## src/design/slps_pkg.sv

```systemverilog
// Shared types and constants of the status LED priority sequencer.
`default_nettype none

package slps_pkg;

  // Poll runs on every POLL_PERIOD-th tick; the counter width covers the full range.
  localparam int unsigned POLL_PERIOD = 11;
  localparam int unsigned POLL_W      = 4;

  // Status flag bit positions.
  localparam int unsigned FLAG_HW    = 0;
  localparam int unsigned FLAG_SENS  = 1;
  localparam int unsigned FLAG_PAIR  = 2;
  localparam int unsigned FLAG_UPD   = 3;
  localparam int unsigned FLAG_HAND  = 4;
  localparam int unsigned FLAG_CLEAN = 5;
  localparam int unsigned FLAG_W     = 6;

  // Latched mode code when no mode has been latched.
  localparam logic [3:0] MODE_INVALID = 4'd8;

  // Register reset values.
  localparam logic [7:0] LEVEL_MAX_RST   = 8'd180;
  localparam logic [6:0] BREATH_STEP_RST = 7'd2;
  localparam logic [4:0] PEAK_HOLD_RST   = 5'd10;
  localparam logic [4:0] FLOOR_HOLD_RST  = 5'd20;
  localparam logic [6:0] WIFI_TICKS_RST  = 7'd100;
  localparam logic [1:0] BLINK_DIV_RST   = 2'd2;

  localparam logic [7:0] LEVEL_FULL = 8'd255;

  typedef enum logic [2:0] {
    MODE_NORMAL = 3'd0,
    MODE_NIGHT  = 3'd1,
    MODE_SMART  = 3'd2,
    MODE_SLEEP  = 3'd3
  } op_mode_e;

  typedef enum logic [2:0] {
    CFG_LEVEL_MAX   = 3'd0,
    CFG_BREATH_STEP = 3'd1,
    CFG_PEAK_HOLD   = 3'd2,
    CFG_FLOOR_HOLD  = 3'd3,
    CFG_WIFI_TICKS  = 3'd4,
    CFG_BLINK_DIV   = 3'd5
  } cfg_idx_e;

  typedef struct packed {
    logic       hardware_error;
    logic       sensor_error;
    logic       pairing_active;
    logic       update_active;
    logic       hand_detected;
    logic       cleaning_active;
    logic       wifi_connected;
    logic [2:0] op_mode;
    logic       manual_override;
  } tick_t;

  typedef struct packed {
    logic [7:0] red;
    logic [7:0] green;
    logic [7:0] blue;
    logic [7:0] white;
  } rgbw_t;

  typedef struct packed {
    rgbw_t colour;
    logic  refresh;
  } result_t;

  typedef struct packed {
    logic       vld;
    logic [2:0] index;
    logic [7:0] data;
  } cfg_wr_t;

endpackage

`default_nettype wire

```

## src/design/slps_ifs.sv

```systemverilog
// Handshake interfaces for the tick, result and configuration channels.
`default_nettype none

interface slps_tick_if;
  logic       valid;
  logic       ready;
  logic       hardware_error;
  logic       sensor_error;
  logic       pairing_active;
  logic       update_active;
  logic       hand_detected;
  logic       cleaning_active;
  logic       wifi_connected;
  logic [2:0] op_mode;
  logic       manual_override;

  modport source (
    output valid, hardware_error, sensor_error, pairing_active, update_active,
           hand_detected, cleaning_active, wifi_connected, op_mode, manual_override,
    input  ready
  );
  modport sink (
    input  valid, hardware_error, sensor_error, pairing_active, update_active,
           hand_detected, cleaning_active, wifi_connected, op_mode, manual_override,
    output ready
  );
endinterface

interface slps_result_if;
  logic       valid;
  logic       ready;
  logic [7:0] red;
  logic [7:0] green;
  logic [7:0] blue;
  logic [7:0] white;
  logic       refresh;

  modport source (output valid, red, green, blue, white, refresh, input ready);
  modport sink (input valid, red, green, blue, white, refresh, output ready);
endinterface

interface slps_cfg_if;
  logic       valid;
  logic       ready;
  logic [2:0] index;
  logic [7:0] data;

  modport source (output valid, index, data, input ready);
  modport sink (input valid, index, data, output ready);
endinterface

`default_nettype wire

```

## src/design/slps_core.sv

```systemverilog
// Sequencer state, configuration registers and the per-tick colour decision.
`default_nettype none

module slps_core import slps_pkg::*; (
  input  wire     clk_i,
  input  wire     rst_ni,
  input  cfg_wr_t cfg_i,
  input  wire     adv_i,
  input  tick_t   tick_i,
  output result_t res_o
);

  // Configuration registers.
  logic [7:0] level_max_q;
  logic [6:0] breath_step_q;
  logic [4:0] peak_hold_q;
  logic [4:0] floor_hold_q;
  logic [6:0] wifi_ticks_q;
  logic [1:0] blink_div_q;

  // Sequencer state.
  logic [FLAG_W-1:0] flags_q, flags_d;
  logic [POLL_W-1:0] poll_cnt_q, poll_cnt_d;
  logic [3:0]        mode_q, mode_d;
  logic [6:0]        wifi_cnt_q, wifi_cnt_d;
  logic [1:0]        blink_cnt_q, blink_cnt_d;
  logic              blink_phase_q, blink_phase_d;
  logic              br_active_q, br_active_d;
  logic [7:0]        br_level_q, br_level_d;
  logic              br_fall_q, br_fall_d;
  logic [4:0]        br_hold_q, br_hold_d;
  rgbw_t             colour_q, colour_d;

  // Configuration writes; indexes beyond the list are ignored.
  always_ff @(posedge clk_i or negedge rst_ni) begin
    if (!rst_ni) begin
      level_max_q   <= LEVEL_MAX_RST;
      breath_step_q <= BREATH_STEP_RST;
      peak_hold_q   <= PEAK_HOLD_RST;
      floor_hold_q  <= FLOOR_HOLD_RST;
      wifi_ticks_q  <= WIFI_TICKS_RST;
      blink_div_q   <= BLINK_DIV_RST;
    end else if (cfg_i.vld) begin
      case (cfg_idx_e'(cfg_i.index))
        CFG_LEVEL_MAX:   level_max_q   <= cfg_i.data;
        CFG_BREATH_STEP: breath_step_q <= cfg_i.data[6:0];
        CFG_PEAK_HOLD:   peak_hold_q   <= cfg_i.data[4:0];
        CFG_FLOOR_HOLD:  floor_hold_q  <= cfg_i.data[4:0];
        CFG_WIFI_TICKS:  wifi_ticks_q  <= cfg_i.data[6:0];
        CFG_BLINK_DIV:   blink_div_q   <= cfg_i.data[1:0];
        default: ;
      endcase
    end
  end

  // One tick: flags, wifi event, poll, then the colour by priority.
  always_comb begin
    logic [FLAG_W-1:0] flags0;
    logic [FLAG_W-1:0] flags1;
    logic              poll_hit;
    logic              br_clr;
    logic [7:0]        lvl;
    logic              fall;
    logic [8:0]        sum;
    logic              show_en;
    rgbw_t             colour_new;

    flags_d       = flags_q;
    poll_cnt_d    = poll_cnt_q;
    mode_d        = mode_q;
    wifi_cnt_d    = wifi_cnt_q;
    blink_cnt_d   = blink_cnt_q;
    blink_phase_d = blink_phase_q;
    br_hold_d     = br_hold_q;
    show_en       = 1'b0;
    colour_new    = '0;

    // Non-hand flags come straight from the tick; the hand flag is kept.
    flags0             = '0;
    flags0[FLAG_HW]    = tick_i.hardware_error;
    flags0[FLAG_SENS]  = tick_i.sensor_error;
    flags0[FLAG_PAIR]  = tick_i.pairing_active;
    flags0[FLAG_UPD]   = tick_i.update_active;
    flags0[FLAG_HAND]  = flags_q[FLAG_HAND];
    flags0[FLAG_CLEAN] = tick_i.cleaning_active;

    // Wifi connect reloads the green countdown.
    if (tick_i.wifi_connected) begin
      wifi_cnt_d = wifi_ticks_q;
    end

    // Poll tick takes the hand reading.
    poll_hit = (poll_cnt_q >= POLL_W'(POLL_PERIOD - 1));
    poll_cnt_d = poll_hit ? '0 : poll_cnt_q + 1'b1;
    flags1 = flags0;
    if (poll_hit) begin
      flags1[FLAG_HAND] = tick_i.hand_detected;
    end
    flags_d = flags1;

    // Any flag change restarts the breathing ramp; the pause counter is kept.
    br_clr      = (flags0 != flags_q) || (flags1 != flags0);
    br_active_d = br_active_q & ~br_clr;
    br_level_d  = br_clr ? 8'd0 : br_level_q;
    br_fall_d   = br_fall_q & ~br_clr;

    // The mode is latched on a poll tick only when no flag is set.
    if (poll_hit && (mode_q != {1'b0, tick_i.op_mode}) && (flags1 == '0)) begin
      mode_d = {1'b0, tick_i.op_mode};
    end

    lvl  = br_level_d;
    fall = br_fall_d;
    sum  = '0;

    if (!tick_i.manual_override) begin
      if (flags1 != '0) begin
        mode_d = MODE_INVALID;
        if (flags1[FLAG_HW] || flags1[FLAG_SENS]) begin
          show_en        = 1'b1;
          colour_new.red = level_max_q;
        end else if (flags1[FLAG_PAIR]) begin
          // Breathing ramp: show the level, then pause or step and turn at the ends.
          if (!br_active_d) begin
            lvl  = 8'd0;
            fall = 1'b0;
          end
          br_active_d     = 1'b1;
          show_en         = 1'b1;
          colour_new.blue = lvl;
          br_level_d      = lvl;
          br_fall_d       = fall;
          if (br_hold_q != 5'd0) begin
            br_hold_d = br_hold_q - 1'b1;
          end else if (!fall) begin
            sum = {1'b0, lvl} + {2'b00, breath_step_q};
            if ((breath_step_q != 7'd0) && (sum >= {1'b0, LEVEL_FULL})) begin
              br_level_d = LEVEL_FULL;
              br_fall_d  = 1'b1;
              br_hold_d  = peak_hold_q;
            end else begin
              br_level_d = sum[7:0];
            end
          end else begin
            if ((breath_step_q != 7'd0) && (lvl <= {1'b0, breath_step_q})) begin
              br_level_d = 8'd0;
              br_fall_d  = 1'b0;
              br_hold_d  = floor_hold_q;
            end else begin
              br_level_d = lvl - {1'b0, breath_step_q};
            end
          end
        end else if (flags1[FLAG_UPD]) begin
          // Magenta blink toggles once the divider count is reached.
          if (blink_cnt_q >= blink_div_q) begin
            show_en     = 1'b1;
            blink_cnt_d = 2'd0;
            if (blink_phase_q) begin
              blink_phase_d   = 1'b0;
              colour_new.red  = level_max_q;
              colour_new.blue = level_max_q;
            end else begin
              blink_phase_d = 1'b1;
            end
          end else begin
            blink_cnt_d = blink_cnt_q + 1'b1;
          end
        end else begin
          show_en          = 1'b1;
          colour_new.green = level_max_q;
        end
      end else if (wifi_cnt_d != 7'd0) begin
        wifi_cnt_d       = wifi_cnt_d - 1'b1;
        show_en          = 1'b1;
        colour_new.green = level_max_q;
      end else begin
        show_en = 1'b1;
        case (mode_d)
          {1'b0, MODE_NIGHT}: colour_new.white = {1'b0, level_max_q[7:1]};
          {1'b0, MODE_SMART}: colour_new.blue  = level_max_q;
          {1'b0, MODE_SLEEP}: colour_new       = '0;
          default:            colour_new.white = level_max_q;
        endcase
      end
    end

    colour_d      = show_en ? colour_new : colour_q;
    res_o.colour  = colour_d;
    res_o.refresh = show_en && (colour_new != colour_q);
  end

  // State advances once per processed tick.
  always_ff @(posedge clk_i or negedge rst_ni) begin
    if (!rst_ni) begin
      flags_q       <= '0;
      poll_cnt_q    <= '0;
      mode_q        <= MODE_INVALID;
      wifi_cnt_q    <= '0;
      blink_cnt_q   <= '0;
      blink_phase_q <= 1'b0;
      br_active_q   <= 1'b0;
      br_level_q    <= '0;
      br_fall_q     <= 1'b0;
      br_hold_q     <= '0;
      colour_q      <= '0;
    end else if (adv_i) begin
      flags_q       <= flags_d;
      poll_cnt_q    <= poll_cnt_d;
      mode_q        <= mode_d;
      wifi_cnt_q    <= wifi_cnt_d;
      blink_cnt_q   <= blink_cnt_d;
      blink_phase_q <= blink_phase_d;
      br_active_q   <= br_active_d;
      br_level_q    <= br_level_d;
      br_fall_q     <= br_fall_d;
      br_hold_q     <= br_hold_d;
      colour_q      <= colour_d;
    end
  end

  // The poll counter never passes its period.
  assert property (@(posedge clk_i) disable iff (!rst_ni)
    poll_cnt_q < POLL_W'(POLL_PERIOD))
    else $error("poll counter out of range");

  // Without a processed tick the sequencer state holds.
  assert property (@(posedge clk_i) disable iff (!rst_ni)
    !adv_i |=> $stable(flags_q) && $stable(colour_q) && $stable(br_level_q)
               && $stable(poll_cnt_q) && $stable(mode_q))
    else $error("state moved without a tick");

  // An idle ramp always sits at zero, rising.
  assert property (@(posedge clk_i) disable iff (!rst_ni)
    !br_active_q |-> (br_level_q == 8'd0) && !br_fall_q)
    else $error("inactive ramp not at floor");

  // A latched mode is always a three-bit mode code or the invalid marker.
  assert property (@(posedge clk_i) disable iff (!rst_ni)
    (mode_q == MODE_INVALID) || !mode_q[3])
    else $error("latched mode corrupt");

endmodule

`default_nettype wire

```

## src/design/status_led_priority_sequencer.sv

```systemverilog
// Each accepted tick is held in the input register, then its result in the result register.
// Throughput: one tick per cycle while results are taken; the input and result
// registers decouple the channels, so one more tick is taken while a result waits.
// The per-tick colour decision is one pass of logic between those two registers.
// Reset clears the sequencer state and valid flags, restores register defaults and sets the held colour to all off.
`default_nettype none

module status_led_priority_sequencer import slps_pkg::*; (
  input  wire        clk_i,
  input  wire        rst_ni,
  slps_cfg_if.sink   cfg_i,
  slps_tick_if.sink  tick_i,
  slps_result_if.source result_o
);

  tick_t   tick_q;
  logic    tick_vld_q;
  result_t res_q;
  logic    res_vld_q;
  result_t core_res;
  cfg_wr_t cfg_wr;
  logic    adv;
  logic    tick_acc;

  // Configuration beats are always taken.
  assign cfg_i.ready  = 1'b1;
  assign cfg_wr.vld   = cfg_i.valid;
  assign cfg_wr.index = cfg_i.index;
  assign cfg_wr.data  = cfg_i.data;

  // Process the held tick when the result register is free or draining.
  assign adv          = tick_vld_q && (!res_vld_q || result_o.ready);
  assign tick_i.ready = !tick_vld_q || adv;
  assign tick_acc     = tick_i.valid && tick_i.ready;

  // Input register.
  always_ff @(posedge clk_i or negedge rst_ni) begin
    if (!rst_ni) begin
      tick_vld_q <= 1'b0;
    end else if (tick_acc) begin
      tick_vld_q <= 1'b1;
    end else if (adv) begin
      tick_vld_q <= 1'b0;
    end
  end

  always_ff @(posedge clk_i) begin
    if (tick_acc) begin
      tick_q.hardware_error  <= tick_i.hardware_error;
      tick_q.sensor_error    <= tick_i.sensor_error;
      tick_q.pairing_active  <= tick_i.pairing_active;
      tick_q.update_active   <= tick_i.update_active;
      tick_q.hand_detected   <= tick_i.hand_detected;
      tick_q.cleaning_active <= tick_i.cleaning_active;
      tick_q.wifi_connected  <= tick_i.wifi_connected;
      tick_q.op_mode         <= tick_i.op_mode;
      tick_q.manual_override <= tick_i.manual_override;
    end
  end

  slps_core u_core (
    .clk_i  (clk_i),
    .rst_ni (rst_ni),
    .cfg_i  (cfg_wr),
    .adv_i  (adv),
    .tick_i (tick_q),
    .res_o  (core_res)
  );

  // Result register.
  always_ff @(posedge clk_i or negedge rst_ni) begin
    if (!rst_ni) begin
      res_vld_q <= 1'b0;
    end else if (adv) begin
      res_vld_q <= 1'b1;
    end else if (result_o.ready) begin
      res_vld_q <= 1'b0;
    end
  end

  always_ff @(posedge clk_i) begin
    if (adv) begin
      res_q <= core_res;
    end
  end

  assign result_o.valid   = res_vld_q;
  assign result_o.red     = res_q.colour.red;
  assign result_o.green   = res_q.colour.green;
  assign result_o.blue    = res_q.colour.blue;
  assign result_o.white   = res_q.colour.white;
  assign result_o.refresh = res_q.refresh;

  // An empty input register always takes a beat.
  assert property (@(posedge clk_i) disable iff (!rst_ni)
    !tick_vld_q |-> tick_i.ready)
    else $error("input stalled while empty");

  // A stalled result with a tick waiting blocks further input.
  assert property (@(posedge clk_i) disable iff (!rst_ni)
    (tick_vld_q && res_vld_q && !result_o.ready) |-> !tick_i.ready)
    else $error("input taken while full");

  // A manual override tick never flags a refresh.
  assert property (@(posedge clk_i) disable iff (!rst_ni)
    (adv && tick_q.manual_override) |=> !res_q.refresh)
    else $error("refresh under manual override");

endmodule

`default_nettype wire
```

## src/flat_wrapper.sv

```systemverilog
// flat-port wrapper written by rule: the top's interface ports become plain ports
module status_led_priority_sequencer_flat import slps_pkg::*;
  (clk_i, rst_ni, cfg_i_valid, cfg_i_index, cfg_i_data, cfg_i_ready, tick_i_valid, tick_i_hardware_error, tick_i_sensor_error, tick_i_pairing_active, tick_i_update_active, tick_i_hand_detected, tick_i_cleaning_active, tick_i_wifi_connected, tick_i_op_mode, tick_i_manual_override, tick_i_ready, result_o_valid, result_o_red, result_o_green, result_o_blue, result_o_white, result_o_refresh, result_o_ready);
  slps_cfg_if cfg_i_i ();
  slps_tick_if tick_i_i ();
  slps_result_if result_o_i ();
  input  wire clk_i;
  input  wire rst_ni;
  input wire logic [$bits(cfg_i_i.valid)-1:0] cfg_i_valid;
  input wire logic [$bits(cfg_i_i.index)-1:0] cfg_i_index;
  input wire logic [$bits(cfg_i_i.data)-1:0] cfg_i_data;
  output wire logic [$bits(cfg_i_i.ready)-1:0] cfg_i_ready;
  input wire logic [$bits(tick_i_i.valid)-1:0] tick_i_valid;
  input wire logic [$bits(tick_i_i.hardware_error)-1:0] tick_i_hardware_error;
  input wire logic [$bits(tick_i_i.sensor_error)-1:0] tick_i_sensor_error;
  input wire logic [$bits(tick_i_i.pairing_active)-1:0] tick_i_pairing_active;
  input wire logic [$bits(tick_i_i.update_active)-1:0] tick_i_update_active;
  input wire logic [$bits(tick_i_i.hand_detected)-1:0] tick_i_hand_detected;
  input wire logic [$bits(tick_i_i.cleaning_active)-1:0] tick_i_cleaning_active;
  input wire logic [$bits(tick_i_i.wifi_connected)-1:0] tick_i_wifi_connected;
  input wire logic [$bits(tick_i_i.op_mode)-1:0] tick_i_op_mode;
  input wire logic [$bits(tick_i_i.manual_override)-1:0] tick_i_manual_override;
  output wire logic [$bits(tick_i_i.ready)-1:0] tick_i_ready;
  output wire logic [$bits(result_o_i.valid)-1:0] result_o_valid;
  output wire logic [$bits(result_o_i.red)-1:0] result_o_red;
  output wire logic [$bits(result_o_i.green)-1:0] result_o_green;
  output wire logic [$bits(result_o_i.blue)-1:0] result_o_blue;
  output wire logic [$bits(result_o_i.white)-1:0] result_o_white;
  output wire logic [$bits(result_o_i.refresh)-1:0] result_o_refresh;
  input wire logic [$bits(result_o_i.ready)-1:0] result_o_ready;
  assign cfg_i_i.valid = cfg_i_valid;
  assign cfg_i_i.index = cfg_i_index;
  assign cfg_i_i.data = cfg_i_data;
  assign cfg_i_ready = cfg_i_i.ready;
  assign tick_i_i.valid = tick_i_valid;
  assign tick_i_i.hardware_error = tick_i_hardware_error;
  assign tick_i_i.sensor_error = tick_i_sensor_error;
  assign tick_i_i.pairing_active = tick_i_pairing_active;
  assign tick_i_i.update_active = tick_i_update_active;
  assign tick_i_i.hand_detected = tick_i_hand_detected;
  assign tick_i_i.cleaning_active = tick_i_cleaning_active;
  assign tick_i_i.wifi_connected = tick_i_wifi_connected;
  assign tick_i_i.op_mode = tick_i_op_mode;
  assign tick_i_i.manual_override = tick_i_manual_override;
  assign tick_i_ready = tick_i_i.ready;
  assign result_o_valid = result_o_i.valid;
  assign result_o_red = result_o_i.red;
  assign result_o_green = result_o_i.green;
  assign result_o_blue = result_o_i.blue;
  assign result_o_white = result_o_i.white;
  assign result_o_refresh = result_o_i.refresh;
  assign result_o_i.ready = result_o_ready;
  status_led_priority_sequencer u_core (.clk_i(clk_i), .rst_ni(rst_ni), .cfg_i(cfg_i_i), .tick_i(tick_i_i), .result_o(result_o_i));
endmodule
```

## config.mk

```make
export PLATFORM = sky130hd
export DESIGN_NAME = status_led_priority_sequencer_flat
export DESIGN_NICKNAME = d
export VERILOG_FILES = /design/src/design/slps_pkg.sv /design/src/design/slps_ifs.sv /design/src/design/slps_core.sv /design/src/design/status_led_priority_sequencer.sv /design/src/flat_wrapper.sv
export SDC_FILE = /design/constraint.sdc
export NUM_CORES = 1
export LEC_CHECK = 0
export BUFFER_PORTS_ARGS = -buffer_cell sky130_fd_sc_hd__buf_2
export CAP_MARGIN = 20
export CORE_ASPECT_RATIO = 1.5
export CORE_MARGIN = 1
export CORE_UTILIZATION = 55
export DETAILED_ROUTE_END_ITERATION = 8
export PLACE_DENSITY = 0.81
export SLEW_MARGIN = 30
export SYNTH_ARGS = -nofsm -noshare
export SYNTH_HDL_FRONTEND = slang
export SYNTH_HIERARCHICAL = 1
export SYNTH_SLANG_ARGS = --single-unit
```

## constraint.sdc

```tcl
create_clock -name clk_i -period 4.1 [get_ports clk_i]
set_clock_uncertainty 0.05 [all_clocks]
set_input_delay 0.205 -clock clk_i [delete_from_list [all_inputs] [get_ports clk_i]]
set_output_delay 0.205 -clock clk_i [all_outputs]
set_load 0.05 [all_outputs]
```

==> results by group, run 1 <==
Critical path
  • CP max-delay cell: dfrtp_1
  • Largest stage delay on the critical path: 0.39 ns
  • Delay-heaviest family, CP: compound AO/OA/AOI/OAI gates
  • CP Max Fanout: 6
  • Register-to-Register Path Depth: 19
  • FF-to-FF End: u_core/u_core/br_level_q[0]
  • Crit end category: flop
  • Worst Path Buf+Inv: 3
  • Startpoint Class: flop
  • R2r setup slk: 0.13 ns
  • Arrival @ worst endpoint: 4.28 ns
  • Worst Path Required: 4.41 ns
  • Worst-path cell chain: inv_2 > ha_4 > o31ai_4 > o2111ai_4 > nor2_4 > nand2_2 > xnor2_2 > inv_1 > ha_1 > a21o_1 > maj3_1 > o21ai_2 > a21oi_4 > mux2i_2 > a211oi_2 > a41oi_4 > nand3b_1 > buf_4 > nand2_1
  • R2r startpoint: u_core/u_core/poll_cnt_q[0]
  • Type of the worst setup path: reg2reg

Timing
  • Worst hold slack: 0.0168 ns
  • Fin worst setup slack: 0.130 ns
  • Final Setup Violations: 0
  • Min Tclk post-route: 3.97 ns
  • Slew @ Worst Pin: 0.935 ns
  • Pins over their slew limit: 0
  • Rel. slew slack: 37.5%
  • Fmax: 0.252 GHz
  • Final Cycle Share: 96.8%
  • Final hold viol count: 0

Detailed routing
  • Vias: 7914
  • DR DRC count: 0
  • Pre-Repair DR Iteration Count: 7
  • Routed WL per cell: 20.2 um
  • 1st-iter DRT viols: 607
  • DR vias/cell: 6.50
  • ANT nets after route: 0
  • DRT Wirelength: 24600 um

Layout
  • P&R area growth vs syn: 17.2%
  • Layout cells sized above 1: 25.5%
  • Finished Cell Area: 10600 um^2
  • ANT cells: 0
  • Number of cells in the finished layout apart from fillers: 1217
  • Fin nets: 1037

Worst hold path
  • Hold-critical path depth: 3
  • HP Start: cfg_i_data[6]
  • Hold path endpoint: u_core/u_core/breath_step_q[6]
  • HP Class: in2reg

Placement
  • DP Area: 9760 um^2
  • Count of buffers from port buffering: 61
  • Post-DP HPWL: 17000 um
  • DP Cell Count: 1167
  • Placer congestion estimate: 0.970
  • Pre-CTS setup slack: -0.00462 ns

Clock tree
  • H-tree depth: 4
  • Clk root buf: clkbuf_16
  • Clock slew at reported path FFs: 0.06 ns
  • Total CTS buffers: 17
  • Clk sink count: 151
  • Worst-Skew Late Latency: 0.43 ns
  • TritonCTS clock tree: done
  • CTS Buffer Depth: 2

GRT
  • Vias in the first global route: 7660
  • Met1 Usage GRT: 33.4%
  • Met2 usage: 51.6%
  • Largest net degree at the start of global routing: 59
  • Gr busiest metal: met2
  • Overflow after GRT: 0
  • Initial antenna violation count: 0
  • Met3 Use GR: 4.63%
  • First-pass GRT wire length: 39000 um
  • Total GRT Usage: 29.7%

Power and ir drop
  • Leak pwr: 4.38 nW
  • Final Power: 5.09 mW
  • Max VDD drop: 283 uV
  • P per Cell Area: 480 nW/um^2

Flow run
  • Max-cap violations: 0

Synth
  • FFs w/ async S/R, synth: 70.9%
  • Post-Syn Area: 9050 um^2
  • Synth unique cells: 79
  • Mapped Nets: 953
  • Post-Syn Instances: 914
  • Post-synthesis average cell area: 9.90 um^2
  • Ys flop type: dfrtp_1
  • EDFF count, synth: 44
  • Post-synthesis sequential area ratio: 44.4%
  • Synth warn: 6
  • Yosys reg bits: 151

Die
  • Starting Density: 56.1%
  • I/O pin total: 63
  • Overall die height: 159 um
  • FP Rows: 57
  • Die area: 17000 um^2
  • Die W: 107 um
  • Core footprint: 16100 um^2

Outcome
  • Outcome: finished, final reports clean
## flip-flops by register name, indices dropped and copies added (netlist names), 2 cells and up
signal	count
u_core/u_core/flags_q	6
u_core/result_o.white	8
u_core/result_o.blue	8
u_core/result_o.red	8
u_core/tick_q	11
u_core/u_core/br_hold_q	5
u_core/u_core/poll_cnt_q	4
u_core/u_core/mode_q	4
u_core/u_core/blink_cnt_q	2
u_core/u_core/wifi_ticks_q	7
u_core/result_o.green	8
u_core/u_core/wifi_cnt_q	7
u_core/u_core/colour_q	32
u_core/u_core/floor_hold_q	5
u_core/u_core/blink_div_q	2
u_core/u_core/level_max_q	8
u_core/u_core/br_level_q	8
u_core/u_core/peak_hold_q	5
u_core/u_core/breath_step_q	7
## synthesized netlist by cell type (15+ instances only)
cell type | instances | area, um^2
o21ai_0 | 59 | 295
nand2_1 | 96 | 360
nor3_1 | 20 | 100
a21oi_1 | 34 | 170
mux2_2 | 68 | 766
inv_1 | 27 | 101
xnor2_1 | 29 | 254
edfxtp_1 | 44 | 1320
nor2_1 | 59 | 221
dfrtp_1 | 93 | 2330
nand3_1 | 30 | 150
clkbuf_1 | 46 | 173
a22oi_1 | 15 | 113
a22o_1 | 22 | 193
## worst register-to-register path, stage by stage (launching register included)
cell and delay, ns:
dfrtp_1 0.39, inv_2 0.08, ha_4 0.18, o31ai_4 0.23, o2111ai_4 0.17, nor2_4 0.17
nand2_2 0.10, xnor2_2 0.20, inv_1 0.06, ha_1 0.21, a21o_1 0.17, maj3_1 0.39
o21ai_2 0.17, a21oi_4 0.09, mux2i_2 0.17, a211oi_2 0.31, a41oi_4 0.19, nand3b_1 0.30
buf_4 0.22, nand2_1 0.04
## per-layer routing
metal / up-vias / share of wire, %
met5: - / 0
met1: 3852 / 38
met2: 362 / 51
met3: 121 / 5.0
li1: 3579 / -
met4: 0 / 6.6
## area by class of cell
class                           count  area (um^2)
Clock buffer                       22          454
Clock inverter                     10          116
Fill cell                        1294         5510
Inverter                           27          101
Multi-Input combinational cell    682         4880
Sequential cell                   151         4020
Tap cell                          206          258
Timing Repair Buffer              119          778
## power by group
group	internal, mW	switching [mW]	total (mW)
Sequential	1.83	0.314	2.14
Combinational	0.587	0.817	1.40
Clock	0.916	0.627	1.54
## per-stage QoR
stage,util [%],TNS [ns]
5_1_grt,65.8,-0.0521
3_3_place_gp,60.4,0
6_report,65.8,0
2_1_floorplan,-,0
4_1_cts,65.0,0
3_5_place_dp,60.5,-0.00912
## cell families (layout without fill, tap and decap cells)
family	after synthesis	in the layout	share of synthesized area [%]
mux	79	79	9.79
other cells	1	1	0.0415
buf+inv	81	178	3.50
flops	151	151	44.4
xor+xnor	43	43	4.16
compound gates	257	257	20.2
fa+ha+maj	16	16	2.10
simple gates	286	286	15.8
## layout by cell type, fill, tap and decap left out, drive strengths merged, types with 8 or more instances in the layout
cell type      n
a22oi         16
nand4         10
nand2         96
nor3          21
inv           31
dfstp         14
nand3         30
nor2b          8
a21o          13
nor2          59
a22o          22
clkbuf        22
mux2          70
xor2          14
buf          105
dlygate4sd3   14
o21ai         60
ha            12
a21oi         36
dfrtp         93
a31oi         12
edfxtp        44
mux2i          9
xnor2         29
nor4           8
nand3b         8
nand2b        11
o211ai         8
## how the worst max path moves through the flow
stage,from,depth (start not counted),slack (ns),endpoint
2_1_floorplan,u_core/u_core/poll_cnt_q[1],19,0.03,u_core/u_core/br_level_q[3]
3_3_place_gp,u_core/u_core/poll_cnt_q[0],18,0.06,u_core/u_core/br_level_q[2]
3_5_place_dp,u_core/u_core/poll_cnt_q[0],18,-0.005,u_core/u_core/br_level_q[2]
4_1_cts,u_core/u_core/poll_cnt_q[0],18,0.02,u_core/u_core/br_level_q[2]
5_1_grt,u_core/u_core/poll_cnt_q[0],19,-0.02,u_core/u_core/br_level_q[0]
6_report,u_core/u_core/poll_cnt_q[0],19,0.13,u_core/u_core/br_level_q[0]
## what timing repair did
action,4_1_cts,5_1_grt
endpoints found under the hold margin,56,0
pin swaps,0,8
setup buffers,0,4
cloned,0,0
hold buffers,14,0
gates resized for setup,3,17
setup endpoints to repair,6,13
Power figures use the tool's default switching activity.
==> run 2: changes to the inputs <==
--- a/config.mk
+++ b/config.mk
@@ -5,13 +5,13 @@
 export SDC_FILE = /design/constraint.sdc
 export NUM_CORES = 1
 export LEC_CHECK = 0
-export BUFFER_PORTS_ARGS = -buffer_cell sky130_fd_sc_hd__buf_2
 export CAP_MARGIN = 20
 export CORE_ASPECT_RATIO = 1.5
 export CORE_MARGIN = 1
 export CORE_UTILIZATION = 55
 export DETAILED_ROUTE_END_ITERATION = 8
-export PLACE_DENSITY = 0.81
+export DONT_BUFFER_PORTS = 1
+export PLACE_DENSITY = 0.7
 export SLEW_MARGIN = 30
 export SYNTH_ARGS = -nofsm -noshare
 export SYNTH_HDL_FRONTEND = slang
==> constraint.sdc (replaced) <==
create_clock -name clk_i -period 5 [get_ports clk_i]
set_clock_uncertainty 0.05 [all_clocks]
set_input_delay 0.25 -clock clk_i [delete_from_list [all_inputs] [get_ports clk_i]]
set_output_delay 0.25 -clock clk_i [all_outputs]
set_load 0.05 [all_outputs]
==> run 2 against run 1 <==
Combinational power fell by 31%. Total power fell by 19%. Count of clock-buffer cells in the layout did not move. Maximum frequency fell by 15%. Via count fell by 4.2%. Sequential cell count did not move. Register-to-register slack improved by 0.21 ns.
==> results by group, run 2 (synthesized netlist as in run 1, its figures left out) <==
Layout
  • P&R area growth vs syn: 11.8%
  • Most flop-heavy register: u_core/u_core/colour_q
  • Max FFs per register: 32 (unchanged)
  • Commonest non-fill, non-tap cell in the layout: nand2_1
  • Layout cells sized above 1: 16.7% (-8.8 points)
  • Commonest cells after routing, fill and taps aside: 96 x nand2_1, 93 x dfrtp_1, 68 x mux2_2, 58 x nor2_1, 58 x o21ai_0
  • Footprint of the multi-input gates: 4760 um^2 (-2.5%)
  • Fin nets: 959 (-7.5%)
  • Sequential cell area: 4020 um^2 (unchanged)
  • Largest registers: u_core/u_core/colour_q (32), u_core/tick_q (11)
  • Fillers: 1330 (+2.8%)

Power and ir drop
  • Switching power: 1.44 mW (-18%)
  • Comb power frac: 23.6% (-4.0 points)
  • Int Power: 2.66 mW (-20%)
  • Clk pwr share: 30.8% (+0.5 points)
  • P per Cell Area: 405 nW/um^2 (-16%)
  • Max VDD drop: 338 uV (+19%)
  • Leak pwr: 4.04 nW (-7.7%)
  • Sw Share: 35.0% (+0.50 points)
  • Reg power frac: 45.6% (+3.5 points)

Die
  • Core footprint: 16100 um^2 (unchanged)
  • Overall die height: 159 um (unchanged)
  • I/O pin total: 63 (unchanged)
  • Die area: 17000 um^2 (unchanged)
  • FP Rows: 57 (unchanged)
  • Die W: 107 um (unchanged)
  • Starting Density: 56.1% (unchanged)

Timing
  • Fin worst setup slack: 0.343 ns (+0.213 ns)
  • Pins over their slew limit: 0 (unchanged)
  • Worst hold slack: 0.0422 ns (+0.0254 ns)
  • Final Cycle Share: 93.1% (-3.7 points)
  • Setup TNS: 0 ns (unchanged)
  • Fmax: 0.215 GHz (-15%)
  • Slew @ Worst Pin: 0.843 ns (-0.0914 ns)
  • RSZ-0062 raised after global routing: false
  • Final Setup Violations: 0 (unchanged)
  • Rel. slew slack: 43.7% (+6.2 points)
  • Final hold viol count: 0 (unchanged)
  • Min Tclk post-route: 4.66 ns (+0.687 ns)

GRT
  • Overflow after GRT: 0 (unchanged)
  • Total GRT Usage: 31.4% (+1.6 points)
  • First-pass GRT wire length: 41000 um (+5.1%)
  • Initial antenna violation count: 1 (+1)
  • Largest net degree at the start of global routing: 108 (+83%)
  • Vias in the first global route: 7517 (-1.9%)

Critical path
  • Register-to-Register Path Depth: 17 (-2)
  • Arrival @ worst endpoint: 4.86 ns (+0.58 ns)
  • Startpoint Class: flop
  • Type of the worst setup path: reg2reg
  • Crit end category: flop
  • CP Max Fanout: 7 (+1)
  • Worst Path Required: 5.20 ns (+0.79 ns)

Placement
  • Placer congestion estimate: 0.941 (-3.0%)
  • Count of buffers from port buffering: 0 (-100%)
  • Post-DP HPWL: 18200 um (+6.9%)
  • Pre-CTS setup slack: 0.424 ns (+0.429 ns)

Clock tree
  • Clk root buf: clkbuf_16
  • Worst-Skew Late Latency: 0.42 ns (about the same)
  • Setup bufs post-CTS: 0 (unchanged)
  • Clk sink count: 151 (unchanged)
  • TritonCTS clock tree: done
  • Total CTS buffers: 17 (unchanged)
  • CTS Buffer Depth: 2 (unchanged)
  • Clock slew at reported path FFs: 0.07 ns (about the same)
  • H-tree depth: 4 (unchanged)
  • Post-CTS Resized: 0 (-3)

Detailed routing
  • ANT nets after route: 0 (unchanged)
  • DR vias/cell: 6.65 (+2.2%)
  • Vias: 7580 (-4.2%)
  • DRT Wirelength: 26000 um (+5.7%)
  • Routed WL per cell: 22.8 um (+13%)
  • Pre-Repair DR Iteration Count: 5 (-2)
  • DR DRC count: 0 (unchanged)
  • 1st-iter DRT viols: 607 (unchanged)

Outcome
  • Outcome: finished, final reports clean

Worst hold path
  • HP Class: in2reg
  • Hold-critical path depth: 3 (unchanged)

Flow run
  • Max-cap violations: 0 (unchanged)
-- run 2: per-layer routing --
metal | track usage [%] | vias to the layer above | part of all wire, %
met5 | 0 | - | 0
met4 | 15.7 | 0 | 4.7
met3 | 4.87 | 89 | 4.9
met2 | 56.0 | 317 | 53
met1 | 35.8 | 3742 | 37
li1 | - | 3432 | -
-- run 2: timing repair --
action                     4_1_cts  5_1_grt
hold endpoints to repair       154        0
hold buffers                    24        0
setup endpoints to repair        0        0
-- run 2: path summary, 6_finish.rpt --
kind | startpoint | to | slack, ns
max reg2reg | u_core/u_core/poll_cnt_q[1] | u_core/u_core/br_level_q[2] | 0.34
max in group asynchronous | rst_ni | u_core/u_core/wifi_ticks_q[2] | 4.07
max | u_core/u_core/poll_cnt_q[1] | u_core/u_core/br_level_q[2] | 0.34
min in group asynchronous | rst_ni | u_core/u_core/mode_q[1] | 0.35
min | cfg_i_index[1] | u_core/u_core/breath_step_q[1] | 0.04
min reg2reg | u_core/u_core/wifi_cnt_q[6] | u_core/u_core/wifi_cnt_q[6] | 0.44
-- run 2: final cells by class --
| cell class | count | area share [%] |
|---|---|---|
| clock buffers | 22 | 5.02 |
| well taps | 206 | 2.55 |
| repair buffers | 41 | 3.85 |
| inverters | 27 | 1.00 |
| flip-flops and latches | 151 | 39.7 |
| multi-input cells | 682 | 47.1 |
| diodes | 1 | 0.0247 |
| clock inverters | 10 | 0.792 |
-- run 2: power by group through the flow --
stage          Sequential [mW]  Clock [mW]  Combinational, mW
2_1_floorplan             1.74           0              0.772
3_3_place_gp              1.86           0              0.879
3_5_place_dp              1.88           0              0.912
4_1_cts                   1.86        1.29              0.959
5_1_grt                   1.90        1.33               1.06
6_report                  1.87        1.26              0.967
-- run 2: critical path, stage by stage, from the launching register on --
cell and delay [ns]:
dfrtp_1 0.47, ha_1 0.28, o31ai_4 0.34, o2111ai_1 0.24, nor2_1 0.23, nand2_1 0.13, xnor2_1 0.23, inv_1 0.07
ha_1 0.22, a21o_1 0.17, maj3_1 0.37, o21ai_0 0.20, a21oi_2 0.12, a211oi_1 0.30, nor3_1 0.12, a41oi_1 0.45
nand3b_1 0.31, o311ai_0 0.20
-- run 2: per-stage QoR --
step	total power [mW]	utilization [%]	cells	cell area (um^2)
floorplan	2.52	-	914	9050
global placement	2.74	57.3	1083	9240
detailed placement	2.79	57.4	1083	9250
CTS	4.11	62.6	1139	10100
global route	4.29	62.8	1140	10100
finish	4.10	62.8	1140	10100
